--- config.mk ---
export PLATFORM = sky130hd
export DESIGN_NAME = smef_queue
export DESIGN_NICKNAME = d
export VERILOG_FILES = /design/src/hw/rtl/smef_queue.sv
export SDC_FILE = /design/constraint.sdc
export NUM_CORES = 1
export LEC_CHECK = 0
export ABC_CLOCK_PERIOD_IN_PS = 2800
export BUFFER_PORTS_ARGS = -buffer_cell sky130_fd_sc_hd__buf_4
export CAP_MARGIN = 30
export CORE_UTILIZATION = 41
export CTS_CLUSTER_DIAMETER = 50
export DETAILED_ROUTE_END_ITERATION = 10
export PLACE_DENSITY = 0.63
export SLEW_MARGIN = 10
export SYNTH_ARGS = -nofsm -noshare
export SYNTH_HDL_FRONTEND = slang
export SYNTH_SLANG_ARGS = --single-unit
--- constraint.sdc ---
create_clock -name clk -period 2.8 [get_ports clk]
set_input_delay 0.28 -clock clk [delete_from_list [all_inputs] [get_ports clk]]
set_output_delay 0.28 -clock clk [all_outputs]
set_load 0.1 [all_outputs]
--- src/hw/rtl/smef_queue.sv ---
`timescale 1ns / 1ps
// Small request FIFO between the front and back halves.
module smef_queue #(
	parameter int WIDTH = 8,
	parameter int DEPTH = 4
) (
	input  logic             clk,
	input  logic             arst_n,
	input  logic             push,
	input  logic [WIDTH-1:0] push_data,
	input  logic             pop,
	output logic [WIDTH-1:0] pop_data,
	output logic             full,
	output logic             empty
);
	localparam int PW = (DEPTH > 1) ? $clog2(DEPTH) : 1;
	localparam int CNTW = $clog2(DEPTH + 1);

	logic [WIDTH-1:0] data_q [DEPTH];
	logic [PW-1:0]    wr_ptr_q;
	logic [PW-1:0]    rd_ptr_q;
	logic [CNTW-1:0]  count_q;
	logic             do_push;
	logic             do_pop;

	assign full     = (count_q == CNTW'(DEPTH));
	assign empty    = (count_q == '0);
	assign do_push  = push && !full;
	assign do_pop   = pop && !empty;
	assign pop_data = data_q[rd_ptr_q];

	always_ff @(posedge clk) begin
		if (do_push)
			data_q[wr_ptr_q] <= push_data;
	end

	always_ff @(posedge clk or negedge arst_n) begin
		if (!arst_n) begin
			wr_ptr_q <= '0;
			rd_ptr_q <= '0;
			count_q  <= '0;
		end else begin
			if (do_push)
				wr_ptr_q <= (wr_ptr_q == PW'(DEPTH - 1)) ? '0 : wr_ptr_q + 1'b1;
			if (do_pop)
				rd_ptr_q <= (rd_ptr_q == PW'(DEPTH - 1)) ? '0 : rd_ptr_q + 1'b1;
			if (do_push && !do_pop)
				count_q <= count_q + 1'b1;
			else if (do_pop && !do_push)
				count_q <= count_q - 1'b1;
		end
	end

`ifndef NO_ASSERTIONS
	a_count_bound: assert property (@(posedge clk) disable iff (!arst_n)
		count_q <= CNTW'(DEPTH))
		else $error("queue count beyond depth");
	a_ptr_match: assert property (@(posedge clk) disable iff (!arst_n)
		(wr_ptr_q == rd_ptr_q) |-> (empty || full))
		else $error("queue pointers equal with partial fill");
	a_push_fills: assert property (@(posedge clk) disable iff (!arst_n)
		(do_push && !do_pop) |=> !empty)
		else $error("queue empty right after a push");
`endif

endmodule

==> impl_results.rst <==
.. list-table::
   :header-rows: 1

   * - Metric
     - Value
   * - Xor and xnor area share after synthesis
     - 0.0162
   * - Global-route wire length before repair
     - 3960 um
   * - Detailed-placement wirelength estimate
     - 1660 um
   * - Row count
     - 22
   * - End of the worst register-to-register path
     - count_q[2]
   * - CP Launch Type
     - flip-flop
   * - Remaining design rule violation count
     - 0
   * - Overall die width
     - 64.9 um
   * - Non-filler instance count after layout
     - 154
   * - Reg clk slew, reported paths
     - 0.08 ns
   * - Critical path, cell by cell
     - mux4_2 -> buf_4
   * - Portion of netlist area occupied by mux cells
     - 0.151
   * - Worst path bufs/invs
     - 1
   * - Register area share after synthesis
     - 0.701
   * - Final weighted congestion in routability-driven placement
     - between 0.6 and 0.7
   * - Synthesized Nets
     - 98
   * - Unrepaired setup endpoints after global routing
     - false
   * - Antenna violations before repair
     - 0
   * - Pins Over Slew Limit
     - 0
   * - Final routed wirelength across all metal layers
     - 2420 um
   * - Setup slack of the most critical reg-to-reg path
     - 0.73 ns
   * - Slowest stage cell on the critical path
     - sky130_fd_sc_hd__dfrtp_1
   * - HP Class
     - in2reg
   * - Clock insertion delay at the later pin of the skew report
     - 0.29 ns
   * - Critical Path Fanout Max
     - 11
   * - Number of global-route vias before repair
     - slightly below 800
   * - Gates resized, CTS repair
     - 0
   * - Buffer cell driving the clock tree root
     - sky130_fd_sc_hd__clkbuf_8
   * - Nets
     - approximately 120
   * - Count of input and output buffers
     - 21
   * - Worst hold stages
     - 1
   * - CTS tree
     - yes
   * - Startpoint of the worst setup timing path
     - rd_ptr_q[0]
   * - Hold Slack
     - 0.182 ns
   * - Area fraction in compound gates after synthesis
     - 0
   * - Share of the synthesized area in the top cell type
     - 0.593
   * - Chip height
     - 64.9 um
   * - Post-synthesis average cell area
     - 20.5 um^2
   * - Launch instance of the worst register-to-register path
     - count_q[0]
   * - Number of sinks handled by clock tree synthesis
     - 39
   * - Crit-path max cell delay
     - 0.72 ns
   * - Worst setup path class
     - reg2out
   * - Drt via density
     - just under 5
   * - Min Tclk post-route
     - 2.13 ns
   * - Worst slack after detailed placement
     - 0.745 ns
   * - Highest clock frequency the design can meet
     - 0.470 GHz
   * - Crit-path leading delay family
     - flip-flops
   * - Crit end category
     - primary output
   * - Warning count from the yosys run
     - 0
   * - Via count of the routed design
     - 748
   * - Synth Area in Simple Gates
     - 0.0541
   * - Path length in cells of the critical path
     - 2
   * - Post-route setup slack
     - 0.673 ns
   * - Yosys cell types
     - 19
   * - Relative area change from synthesis to final layout
     - 20.6%
   * - Mapped Area
     - 1620 um^2
   * - Ratio of cells with drive above 1 in the final layout
     - 0.472
   * - Final worst path period share
     - 0.760
   * - Combinational family with the most area after synthesis
     - multiplexers
   * - Required time of the critical path
     - approximately 2.5 ns
   * - CTS H-tree depth
     - 2
   * - Buffers from clock root to sink, at most
     - 2
   * - Aggregate negative setup slack
     - 0 ns
   * - Core Region
     - 3720 um^2
   * - Number of cells traversed by the worst register-to-register path
     - 8
   * - Synth area leaders
     - sky130_fd_sc_hd__edfxtp_1 (59%), sky130_fd_sc_hd__mux4_2 (11%), sky130_fd_sc_hd__dfrtp_1 (11%)
   * - Data arrival time of the worst path
     - 1.85 ns
   * - Overall track demand over capacity in global routing
     - 0.136
   * - Clock buffers created by TritonCTS
     - 5
   * - 1st-pass router iterations
     - 4
   * - Clock Skews
     - 0.00617 ns
   * - Most used cells in the layout excluding fill and tap cells
     - sky130_fd_sc_hd__edfxtp_1 (32), sky130_fd_sc_hd__buf_4 (21), sky130_fd_sc_hd__mux4_2 (8)
   * - Pin slew with the least headroom to its limit
     - 0.592 ns
   * - Most common library cell in the layout ignoring fill and taps
     - sky130_fd_sc_hd__edfxtp_1
   * - Outcome
     - complete, no violations
   * - Number of cells in the design after placement
     - 145
   * - Critical path endpoint
     - pop_data[7]
   * - Die area
     - 4210 um^2
   * - Cell accounting for the most synthesized area
     - sky130_fd_sc_hd__edfxtp_1
   * - Number of synthesized register bits
     - 39
   * - Gate Count Post-Synth
     - 79
   * - Post-route ant nets
     - 0
   * - Wire per inst
     - 15.7 um
   * - Violation count after the first detailed-route iteration
     - 27
   * - Setup violators final
     - 0
   * - Max Cap Viol
     - 0
   * - Max_slew headroom
     - 0.605
   * - Number of antenna cells inserted
     - 0
   * - Maximum number of pins on one net before global-route repair
     - 15
   * - # IOs
     - 22
   * - Grt ovf
     - 0
   * - Adder-cell share of the synthesized area
     - 0.0587
   * - Final Hold Violating Endpoints
     - 0
   * - Initial Util
     - 0.436
-- worst min-delay path by stage --
stage / startpoint / endpoint / slack [ns]
2_1_floorplan: arst_n / count_q[0] / -0.02
3_3_place_gp: arst_n / count_q[0] / 0.1
3_5_place_dp: arst_n / count_q[2] / 0.1
4_1_cts: push_data[1] / data_q[2][1] / 0.18
5_1_grt: push_data[1] / data_q[2][1] / 0.17
6_report: push_data[1] / data_q[3][1] / 0.18
-- state kept, by name, summed over array words and instances, names as in the netlist --
| register | cells |
|---|---|
| data_q | 32 |
| wr_ptr_q | 2 |
| count_q | 3 |
| rd_ptr_q | 2 |
-- stage by stage --
stage          instance area [um^2]   util
4_1_cts                        1950  0.526
3_3_place_gp                   1830  0.492
2_1_floorplan                  1630      -
3_5_place_dp                   1830  0.492
6_report                       1950  0.526
5_1_grt                        1950  0.526
-- Yosys cell counts --
| library cell | number |
|---|---|
| sky130_fd_sc_hd__mux2_2 | 3 |
| sky130_fd_sc_hd__mux4_2 | 8 |
| sky130_fd_sc_hd__buf_6 | 1 |
| sky130_fd_sc_hd__buf_2 | 1 |
| sky130_fd_sc_hd__ha_1 | 6 |
| sky130_fd_sc_hd__nor3_1 | 1 |
| sky130_fd_sc_hd__and2_2 | 4 |
| sky130_fd_sc_hd__nor3b_4 | 1 |
| sky130_fd_sc_hd__edfxtp_1 | 32 |
| sky130_fd_sc_hd__mux2_4 | 2 |
| sky130_fd_sc_hd__xor2_1 | 2 |
| sky130_fd_sc_hd__fa_1 | 1 |
| sky130_fd_sc_hd__nor2b_2 | 1 |
| sky130_fd_sc_hd__dfrtp_1 | 7 |
| sky130_fd_sc_hd__nor2_1 | 3 |
| sky130_fd_sc_hd__nand2b_4 | 1 |
| sky130_fd_sc_hd__xnor2_1 | 1 |
| sky130_fd_sc_hd__buf_1 | 1 |
| sky130_fd_sc_hd__inv_1 | 3 |
-- layer usage --
metal / track usage / part of all wire
met2: 0.197 / 0.48
met5: 0 / 0
met1: 0.193 / 0.47
met4: 0.0583 / 0.016
met3: 0.0370 / 0.039
-- logic make-up (layout without fill, tap and decap cells) --
kind of cell             Yosys count  in the layout
AND/OR/NAND/NOR                   11             11
multiplexers                      13             13
flip-flops                        39             39
buffers and inverters              6             33
XOR/XNOR                           3              3
adder cells (fa/ha/maj)            7              7
-- area by class of cell --
| type | instances | area [um^2] |
|---|---|---|
| Fill cell | 292 | 1760 |
| Clock inverter | 3 | 46.3 |
| Clock buffer | 5 | 68.8 |
| Multi-Input combinational cell | 34 | 464 |
| Sequential cell | 39 | 1140 |
| Tap cell | 48 | 60.1 |
| Inverter | 3 | 11.3 |
| Timing Repair Buffer | 22 | 168 |
-- what timing repair did --
action / 4_1_cts / 5_1_grt
setup buffers: 0 / 0
hold endpoints to repair: 7 / 0
hold buffers: 1 / 0
Power is left out: the tool's default activity adds up to more than one toggle a clock period on the data nets, which glitch-free logic cannot reach.
