$ cat src/hw/rtl/smef_pkg.sv
`timescale 1ns / 1ps
// Shared codes, types and fade arithmetic for the marquee block.
package smef_pkg;

	localparam logic [1:0] OP_WRITE   = 2'd0;
	localparam logic [1:0] OP_ADVANCE = 2'd1;
	localparam logic [1:0] OP_READ    = 2'd2;

	localparam int CFG_IDX_W  = 3;
	localparam int CFG_DATA_W = 11;

	localparam logic [CFG_IDX_W-1:0] REG_TEXT_WIDTH     = 3'd0;
	localparam logic [CFG_IDX_W-1:0] REG_DISPLAY_WIDTH  = 3'd1;
	localparam logic [CFG_IDX_W-1:0] REG_DISPLAY_HEIGHT = 3'd2;
	localparam logic [CFG_IDX_W-1:0] REG_BG_RED         = 3'd3;
	localparam logic [CFG_IDX_W-1:0] REG_BG_GREEN       = 3'd4;
	localparam logic [CFG_IDX_W-1:0] REG_BG_BLUE        = 3'd5;

	localparam logic [10:0] TEXT_WIDTH_RST    = 11'd100;
	localparam logic [10:0] DISPLAY_WIDTH_RST = 11'd100;

	localparam logic [4:0] FADE_SPAN   = 5'd24;
	localparam int         QUEUE_DEPTH = 4;

	typedef struct packed {
		logic [7:0] red;
		logic [7:0] green;
		logic [7:0] blue;
	} rgb_t;

	typedef struct packed {
		logic [12:0] red;
		logic [12:0] green;
		logic [12:0] blue;
	} sum3_t;

	// one queued request: a store write or a display read
	typedef struct packed {
		logic       is_read;
		logic       hit;
		rgb_t       pixel;
		logic       fade_l;
		logic [4:0] w_l;
		logic       fade_r;
		logic [4:0] w_r;
	} entry_t;

	function automatic logic [12:0] fade_sum(input logic [7:0] p, input logic [7:0] bg,
			input logic [4:0] w);
		logic [12:0] a;
		logic [12:0] b;
		a = 13'(w) * 13'(p);
		b = 13'(FADE_SPAN - w) * 13'(bg);
		return a + b;
	endfunction

	// v/24 = (v>>3)/3, and /3 is *683>>11, exact for v>>3 below 1536
	function automatic logic [7:0] div24(input logic [12:0] v);
		logic [19:0] prod;
		prod = 20'(v[12:3]) * 20'd683;
		return prod[18:11];
	endfunction

	function automatic sum3_t fade_rgb(input rgb_t p, input rgb_t bg, input logic [4:0] w);
		sum3_t s;
		s.red   = fade_sum(p.red, bg.red, w);
		s.green = fade_sum(p.green, bg.green, w);
		s.blue  = fade_sum(p.blue, bg.blue, w);
		return s;
	endfunction

	function automatic rgb_t div24_rgb(input sum3_t s);
		rgb_t q;
		q.red   = div24(s.red);
		q.green = div24(s.green);
		q.blue  = div24(s.blue);
		return q;
	endfunction

endpackage

$ cat src/hw/rtl/smef_if.sv
`timescale 1ns / 1ps
// Request and response channel interfaces of the marquee block.
interface smef_req_if;
	logic       valid;
	logic       ready;
	logic [1:0] operation;
	logic [4:0] row;
	logic [9:0] column;
	logic [7:0] in_red;
	logic [7:0] in_green;
	logic [7:0] in_blue;

	modport src (output valid, operation, row, column, in_red, in_green, in_blue,
		input ready);
	modport snk (input valid, operation, row, column, in_red, in_green, in_blue,
		output ready);
endinterface


$ cat src/hw/rtl/smef_front.sv
`timescale 1ns / 1ps
// Front half: takes requests, keeps the scroll offset, forms store addresses and fade weights.
module smef_front import smef_pkg::*; #(
	parameter int MAX_TEXT_WIDTH = 1024,
	parameter int MAX_ROWS       = 32,
	parameter int AW             = 15
) (
	input  logic          clk,
	input  logic          arst_n,
	smef_req_if.snk       req,
	input  logic [10:0]   text_width,
	input  logic [10:0]   display_width,
	input  logic          q_full,
	output logic          push,
	output entry_t        push_entry,
	output logic [AW-1:0] push_addr
);
	logic signed [11:0] off_q;
	logic signed [12:0] off_ext;
	logic signed [12:0] tw_ext;
	logic signed [12:0] next_off;
	logic signed [12:0] src_a;
	logic signed [12:0] src_b;
	logic signed [12:0] src_d;
	logic signed [12:0] src;
	logic               accept;
	logic               row_ok;
	logic               col_ok;
	logic               hit;
	logic [AW-1:0]      row_base;
	logic [10:0]        col_ext;

	assign req.ready = !q_full;
	assign accept    = req.valid && req.ready;

	assign off_ext  = {off_q[11], off_q};
	assign tw_ext   = $signed({2'b00, text_width});
	assign next_off = off_ext + 13'sd1;

	// offset plus column, wrapped once either way
	assign src_a = off_ext + $signed({3'b000, req.column});
	assign src_b = src_a - tw_ext;
	assign src_d = src_a + tw_ext;
	assign src   = !src_b[12] ? src_b : (src_a[12] ? src_d : src_a);

	assign row_ok = 32'(req.row) < MAX_ROWS;
	assign col_ok = 32'(req.column) < MAX_TEXT_WIDTH;
	assign hit    = !src[12] && (32'(src[11:0]) < MAX_TEXT_WIDTH) && row_ok;

	assign row_base = AW'(req.row) * AW'(MAX_TEXT_WIDTH);
	assign col_ext  = {1'b0, req.column};

	always_comb begin
		push_entry.is_read = (req.operation == OP_READ);
		push_entry.hit     = hit;
		push_entry.pixel   = {req.in_red, req.in_green, req.in_blue};
		push_entry.fade_l  = req.column < 10'(FADE_SPAN);
		push_entry.w_l     = req.column[4:0];
		// right fade once column > display_width - 24; weight floors at zero
		push_entry.fade_r  = (col_ext + 11'(FADE_SPAN)) > display_width;
		push_entry.w_r     = (col_ext >= display_width) ? 5'd0 : 5'(display_width - col_ext);
		if (req.operation == OP_READ)
			push_addr = row_base + AW'(src[11:0]);
		else
			push_addr = row_base + AW'(req.column);
	end

	assign push = accept && (((req.operation == OP_WRITE) && row_ok && col_ok) ||
		(req.operation == OP_READ));

	always_ff @(posedge clk or negedge arst_n) begin
		if (!arst_n) begin
			off_q <= -12'sd1;
		end else if (accept && (req.operation == OP_ADVANCE)) begin
			off_q <= (next_off >= tw_ext) ? 12'sd0 : next_off[11:0];
		end
	end

`ifndef NO_ASSERTIONS
	a_off_floor: assert property (@(posedge clk) disable iff (!arst_n)
		off_q[11] |-> (&off_q))
		else $error("scroll offset below minus one");
	a_adv_nonneg: assert property (@(posedge clk) disable iff (!arst_n)
		(accept && (req.operation == OP_ADVANCE)) |=> !off_q[11])
		else $error("offset negative after advance");
	a_push_room: assert property (@(posedge clk) disable iff (!arst_n)
		push |-> !q_full)
		else $error("request pushed into full queue");
`endif

endmodule

$ cat src/flat_wrapper.sv
// flat-port wrapper written by rule: the top's interface ports become plain ports
module smef_front_flat import smef_pkg::*;
#(
	parameter int MAX_TEXT_WIDTH = 1024,
	parameter int MAX_ROWS       = 32,
	parameter int AW             = 15
)
  (clk, arst_n, text_width, display_width, q_full, push, push_entry, push_addr, req_valid, req_operation, req_row, req_column, req_in_red, req_in_green, req_in_blue, req_ready);
  smef_req_if req_i ();
  input  logic clk;
  input  logic arst_n;
  input  logic [10:0] text_width;
  input  logic [10:0] display_width;
  input  logic q_full;
  output logic push;
  output entry_t push_entry;
  output logic [AW-1:0] push_addr;
  input wire logic [$bits(req_i.valid)-1:0] req_valid;
  input wire logic [$bits(req_i.operation)-1:0] req_operation;
  input wire logic [$bits(req_i.row)-1:0] req_row;
  input wire logic [$bits(req_i.column)-1:0] req_column;
  input wire logic [$bits(req_i.in_red)-1:0] req_in_red;
  input wire logic [$bits(req_i.in_green)-1:0] req_in_green;
  input wire logic [$bits(req_i.in_blue)-1:0] req_in_blue;
  output wire logic [$bits(req_i.ready)-1:0] req_ready;
  assign req_i.valid = req_valid;
  assign req_i.operation = req_operation;
  assign req_i.row = req_row;
  assign req_i.column = req_column;
  assign req_i.in_red = req_in_red;
  assign req_i.in_green = req_in_green;
  assign req_i.in_blue = req_in_blue;
  assign req_ready = req_i.ready;
  smef_front #(.MAX_TEXT_WIDTH(MAX_TEXT_WIDTH), .MAX_ROWS(MAX_ROWS), .AW(AW)) u_core (.clk(clk), .arst_n(arst_n), .req(req_i), .text_width(text_width), .display_width(display_width), .q_full(q_full), .push(push), .push_entry(push_entry), .push_addr(push_addr));
endmodule
$ cat config.mk
export PLATFORM = sky130hd
export DESIGN_NAME = smef_front_flat
export DESIGN_NICKNAME = d
export VERILOG_FILES = /design/src/hw/rtl/smef_pkg.sv /design/src/hw/rtl/smef_if.sv /design/src/hw/rtl/smef_front.sv /design/src/flat_wrapper.sv
export SDC_FILE = /design/constraint.sdc
export NUM_CORES = 1
export LEC_CHECK = 0
export ABC_AREA = 1
export BUFFER_PORTS_ARGS = -buffer_cell sky130_fd_sc_hd__buf_2
export CAP_MARGIN = 20
export CELL_PAD_IN_SITES_DETAIL_PLACEMENT = 0
export CELL_PAD_IN_SITES_GLOBAL_PLACEMENT = 1
export CORE_ASPECT_RATIO = 1.4
export CORE_MARGIN = 5
export CORE_UTILIZATION = 37
export CTS_CLUSTER_DIAMETER = 30
export CTS_CLUSTER_SIZE = 25
export DETAILED_ROUTE_END_ITERATION = 8
export GPL_TIMING_DRIVEN = 0
export PLACE_DENSITY_LB_ADDON = 0.1
export SKIP_CTS_REPAIR_TIMING = 1
export SYNTH_ARGS = -nofsm -noshare
export SYNTH_HDL_FRONTEND = slang
export SYNTH_SLANG_ARGS = --single-unit
$ cat constraint.sdc
create_clock -name clk -period 5.44 [get_ports clk]
set_input_delay 0 -clock clk [delete_from_list [all_inputs] [get_ports clk]]
set_output_delay 0 -clock clk [all_outputs]
set_load 0.01 [all_outputs]
==> results of run 1 <==
[cells by family after synthesis]
| family | after synthesis | synth area share, % |
|---|---|---|
| compound gates | 87 | 11.36 |
| xor+xnor | 39 | 7.677 |
| fa+ha+maj | 75 | 21.93 |
| buf+inv | 159 | 17.35 |
| flops | 12 | 7.087 |
| simple gates | 347 | 34.59 |
[routing by layer]
metal / up-vias / share of wire, % / track usage, %
li1: 2479 / - / -
met1: 2097 / 42 / 22.81
met2: 103 / 50 / 35.81
met3: 22 / 4.1 / 1.002
met4: 0 / 3.3 / 5.874
met5: - / 0 / 0
[cell type report]
cell class | instances | share of cell area, %
plain buffers | 47 | 6.739
inverters | 112 | 8.058
clock buffers | 4 | 1.703
multi-input cells | 548 | 64.44
well taps | 147 | 3.525
repair buffers | 98 | 9.496
flip-flops and latches | 12 | 6.043
[Yosys cell counts, drive strengths merged (4+ instances only)]
cell | number | area share [%]
a21oi | 37 | 4.4
nand2 | 193 | 17
o21ai | 30 | 3.4
nand3 | 54 | 7.0
inv | 112 | 9.4
dfstp | 12 | 7.1
ha | 70 | 20
nor3 | 9 | 1.3
nand4 | 15 | 2.1
buf | 44 | 7.6
xor2 | 31 | 6.1
xnor2 | 8 | 1.6
fa | 5 | 2.2
nor2 | 67 | 5.9
o21bai | 6 | 1.0
a31oi | 4 | 0.56
[through the flow]
stage / instances / total power, W / utilization, % / setup WS [ns] / area, um2
6_report: 968 / 0.001784 / 44.14 / 0.5967 / 5218
5_1_grt: 968 / 0.001991 / 44.14 / 0.2459 / 5218
4_1_cts: 967 / 0.001792 / 44.06 / 0.5397 / 5207
3_5_place_dp: 963 / 0.001633 / 43.30 / 0.8158 / 5119
3_3_place_gp: 963 / 0.001626 / 43.30 / 0.8476 / 5119
2_1_floorplan: 719 / 0.001240 / - / 1.550 / 4449
[final timing paths]
path                                               end  depth (start not counted)
setup / recovery                         push_addr[14]                         25
hold / removal                          push_entry[17]                          2
setup reg to reg           u_core.off_q[4]$_DFFE_PN1P_                         21
hold reg to reg            u_core.off_q[2]$_DFFE_PN1P_                          2
max in group asynchronous  u_core.off_q[3]$_DFFE_PN1P_                          2
min in group asynchronous  u_core.off_q[8]$_DFFE_PN1P_                          2
[worst max-delay path, cell delays in order, from the launching register on]
cell,delay [ns]
dfstp_2,0.62
ha_1,0.26
fa_1,0.27
nand3_1,0.09
nand2_1,0.16
nand3_1,0.09
nand2_1,0.08
xor2_1,0.32
inv_1,0.13
ha_1,0.40
nand2_1,0.12
nor2_1,0.06
nand3_1,0.08
nand3_1,0.19
a21oi_4,0.26
nand2_4,0.08
nand2_4,0.07
nand2_2,0.05
buf_6,0.14
nand2_2,0.08
nand2_1,0.06
ha_1,0.21
fa_1,0.39
nand4_1,0.12
xnor2_1,0.12
buf_2,0.15
[power by group through the flow]
stage	combinational, W	sequential [W]	clock, W
after detailed placement	0.00147	0.000159	0
after global placement	0.00147	0.000159	0
after floorplan	0.00110	0.000144	0
after global routing	0.00167	0.000163	0.000158
after CTS	0.00148	0.000158	0.000153
final	0.00148	0.000158	0.000150
==> flow_summary.ini, run 1 <==
[run_status]
outcome = finished clean

[cells_and_area]
final_nets = 964
nFillCells = 1347
multi_input_area_um2 = 3362
mostFrequentLayoutCells = nand2_1, inv_1, buf_2, ha_1, nor2_1
n_antenna_cell = 0
syn_to_final_growth_pct = 17.27
drive_gt1_share_pct = 22.29
seq_area_um2 = 315.3
layout_commonest_cell = nand2_1
reg.largest.list = u_core.off_q x12
top_register = u_core.off_q
largest_register_ffs = 12

[yosys]
synthCells = 719
synth_warnings = 0
synth_area_um2 = 4449
synth_seq_cells = 12
synthArstFlopShare_pct = 100.0
synth-edff-count = 0
ys_seq_area_share_pct = 7.087
ys_types = 42
synth_nets = 861
synthFlopType = dfstp_2
avgSynthCellArea_um2 = 6.188

[detailed_routing]
drt-pass1-iter-count = 4
drt_iter0_markers = 201
route.detailed.drc = 0
route.detailed.wl_per_inst_um = 14.44
ant_nets = 0
wirelength_mm = 13.98
drt-vias-per-instance = 4.856
via_count = 4701

[clock_network]
h-tree-depth = 1
cts.reportedPaths.clkPinSlew_ns = 0.04
clock_path_buffers = 2
clk_latency_ns = 0.24
cts_buffers = 3
cts_tree = done
cts-root-buf = clkbuf_16
cts.sinks = 12

[worst_setup_path]
critPathArrivalTime_ns = 4.84
critPathCaptureType = output port
worstPathRequired_ns = 5.44
cp-start-kind = register
cp_max_fo = 10
reg2reg_from = u_core.off_q[0]$_DFFE_PN1P_
rrSetupSlack_ns = 2.23
startpoint = u_core.off_q[0]$_DFFE_PN1P_
path_class = reg -> out

[global_route]
grt_max_degree = 13
grt_pass1_vias = 4739
grt_pass1_wl_mm = 22.22
antenna_found_initial = 0
grt_overflow = 0
track_usage_pct = 19.18

[power]
p_clk_share_pct = 8.4
intPower_w = 0.0007932
p_comb_share_pct = 82.7
p_sw_share_pct = 55.53
ir_worst_vdd_mv = 0.2266
p_seq_share_pct = 8.9
p_per_area_nw_per_um2 = 341.9
power_leakage_nw = 3.062
switchingPower_w = 0.0009904

[floorplanning]
die-area_um2 = 14350
ioPinCount = 122
die_h_um = 139.8
start_util_pct = 37.64
num_rows = 47
fp.dieW_um = 102.7
core_area_um2 = 11820

[place]
dp_hpwl_mm = 12.41
portBuffers = 97
gp_congestion = 0.9003

[sta]
fmax_ghz = 0.2065
report.final.slew_viol_count = 0
rsz0062_at_grt = false
slew_headroom_pct = 52.43
setup_viol_count_final = 0
period_share_pct = 89.03
clock_skew_ns = 0.001190
worstMarginPinSlew_ns = 0.7109
whs_ns = 0.1850
hold_viol_final = 0
min_period_ns = 4.843
finalSetupTns_ns = 0

[min_path]
worstHoldPathType = in -> out
min_from = req_in_blue[5]

[run]
max-cap-violations = 0
No activity file was read; power rests on OpenSTA's default activity.
==> inputs of run 2 (changes only) <==
Settings changed: CAP_MARGIN 20 to 5, PLACE_DENSITY from default to 0.91, PLACE_DENSITY_LB_ADDON 0.1 to default, REMOVE_ABC_BUFFERS from default to 1.
==> run 2 against run 1 <==
Utilization shrank 3.9 points. Combinational power shrank 9%. Sequential power is essentially flat. Critical path type unchanged. Critical endpoint unchanged.
==> flow_summary.ini, run 2 (synthesis gave the netlist of run 1 again) <==
[run_status]
outcome = finished clean

[cells_and_area]
multi_input_area_um2 = 3362
drive_gt1_share_pct = 15.45
layout_commonest_cell = nand2_1
seq_area_um2 = 315.3
n_antenna_cell = 0
mostFrequentLayoutCells = nand2_1, inv_1, buf_2, ha_1, nor2_1
syn_to_final_growth_pct = 6.834
nFillCells = 1324
largest_register_ffs = 12
top_register = u_core.off_q
final_nets = 894
reg.largest.list = u_core.off_q x12

[floorplanning]
core_area_um2 = 11820
die_h_um = 139.8
ioPinCount = 122
start_util_pct = 37.64
die-area_um2 = 14350
num_rows = 47
fp.dieW_um = 102.7

[global_route]
track_usage_pct = 17.59
grt_pass1_vias = 4280
grt_pass1_wl_mm = 20.45
grt_overflow = 0
antenna_found_initial = 0
grt_max_degree = 25

[sta]
worstMarginPinSlew_ns = 0.9310
finalSetupTns_ns = 0
rsz0062_at_grt = false
hold_viol_final = 0
period_share_pct = 92.54
setup_viol_count_final = 0
fmax_ghz = 0.1987
slew_headroom_pct = 37.75
report.final.slew_viol_count = 0
whs_ns = 0.0001113
clock_skew_ns = 0.001802
min_period_ns = 5.034

[worst_setup_path]
worstPathRequired_ns = 5.44
critPathArrivalTime_ns = 5.03
r2r.worst_path.cells = 20
cp_slowest_stage_delay_ns = 0.62
startpoint = u_core.off_q[0]$_DFFE_PN1P_
slowest_stage = dfstp_2
cp_max_fo = 12
path_class = reg -> out
cp-start-kind = register
path_cells = ha_1 -> fa_1 -> nand3_1 -> nand2_1 -> nand3_1 -> nand2_1 -> xor2_1 -> inv_1 -> ha_1 -> nand2_1 -> nor2_1 -> nand3_1 -> nand3_1 -> a21oi_4 -> nand2_4 -> nand2_4 -> nand2_2 -> nand2_2 -> nand2_1 -> ha_1 -> fa_1 -> nand4_1 -> xnor2_1 -> buf_2
reg2reg_from = u_core.off_q[0]$_DFFE_PN1P_
critPathCaptureType = output port

[detailed_routing]
route.detailed.drc = 0
met2_wirelength_mm = 6.447
top_layer = met4
drt-pass1-iter-count = 4
wirelength_mm = 13.04
wl_met3_um = 783
routedLengthMet1_mm = 5.448
via_count = 4495
route.detailed.wl_per_inst_um = 14.52
ant_nets = 0
drt_iter0_markers = 214
drt-vias-per-instance = 5.006

[place]
gp_congestion = 0.9277
dp_hpwl_mm = 11.20
portBuffers = 73

[min_path]
worstHoldPathType = in -> out
whs_path_depth = 0
min_from = req_in_blue[7]

[clock_network]
cts-root-buf = clkbuf_16
clock_path_buffers = 2
cts.reportedPaths.clkPinSlew_ns = 0.04
h-tree-depth = 1
cts.sinks = 12
clk_latency_ns = 0.24
cts_buffers = 3
cts_tree = done

[power]
ir_worst_vdd_mv = 0.1245
power_leakage_nw = 2.756
p_clk_share_pct = 8.9
p_seq_share_pct = 9.7
intPower_w = 0.0007146
p_per_area_nw_per_um2 = 348.7
p_sw_share_pct = 56.89
p_comb_share_pct = 81.4
switchingPower_w = 0.0009429

[run]
max-cap-violations = 0
[run 2: changes by cell type in the layout (fill, tap and decap cells not counted)]
cell / previous run / this run
buf_6: 6 / 0
buf_2: 102 / 73
clkbuf_1: 3 / 0
buf_4: 33 / 1
[run 2: per-stage QoR]
stage	instances	power [W]	util [%]	worst slack, ns	cell area [um2]
global route	898	0.001843	40.21	0.07878	4753
global placement	892	0.001493	39.31	0.6302	4647
floorplan	672	0.001144	-	1.528	4098
finish	898	0.001658	40.21	0.4060	4753
CTS	897	0.001655	40.13	0.4024	4743
detailed placement	893	0.001498	39.38	0.6767	4654
[run 2: power groups by stage]
stage,logic [W],clock network [W],registers [W]
finish,0.00135,0.000148,0.000161
global route,0.00152,0.000155,0.000166
CTS,0.00134,0.000151,0.000160
detailed placement,0.00134,0,0.000161
global placement,0.00133,0,0.000160
floorplan,0.000999,0,0.000146
[run 2: cell type report]
class	instances	area share [%]
Clock buffer	4	1.869
Inverter	112	8.844
Multi-Input combinational cell	548	70.73
Sequential cell	12	6.633
Tap cell	147	3.869
Timing Repair Buffer	75	8.055
[run 2: worst paths after layout]
path | slack [ns] | endpoint
max | 0.41 | push_addr[14]
min | 0.0001 | push_entry[19]
max reg2reg | 2.17 | u_core.off_q[6]$_DFFE_PN1P_
min reg2reg | 0.50 | u_core.off_q[3]$_DFFE_PN1P_
max in group asynchronous | 5.00 | u_core.off_q[10]$_DFFE_PN1P_
min in group asynchronous | 0.42 | u_core.off_q[5]$_DFFE_PN1P_
[run 2: metal layers]
metal / vias to the layer above / track usage (%)
li1: 2341 / -
met1: 2005 / 20.87
met2: 132 / 31.76
met3: 17 / 3.155
met4: 0 / 4.561
met5: - / 0
[run 2: worst max-delay path, delay by kind of cell, from the launching register on]
kind	cells	cell delay (ns)
AOI/OAI and AO/OA	1	0.24
xor gates and xnor gates	2	0.49
adders and majority gates	5	1.54
buffers and inverters	2	0.29
DFF	1	0.62
and+or+nand+nor	14	1.61
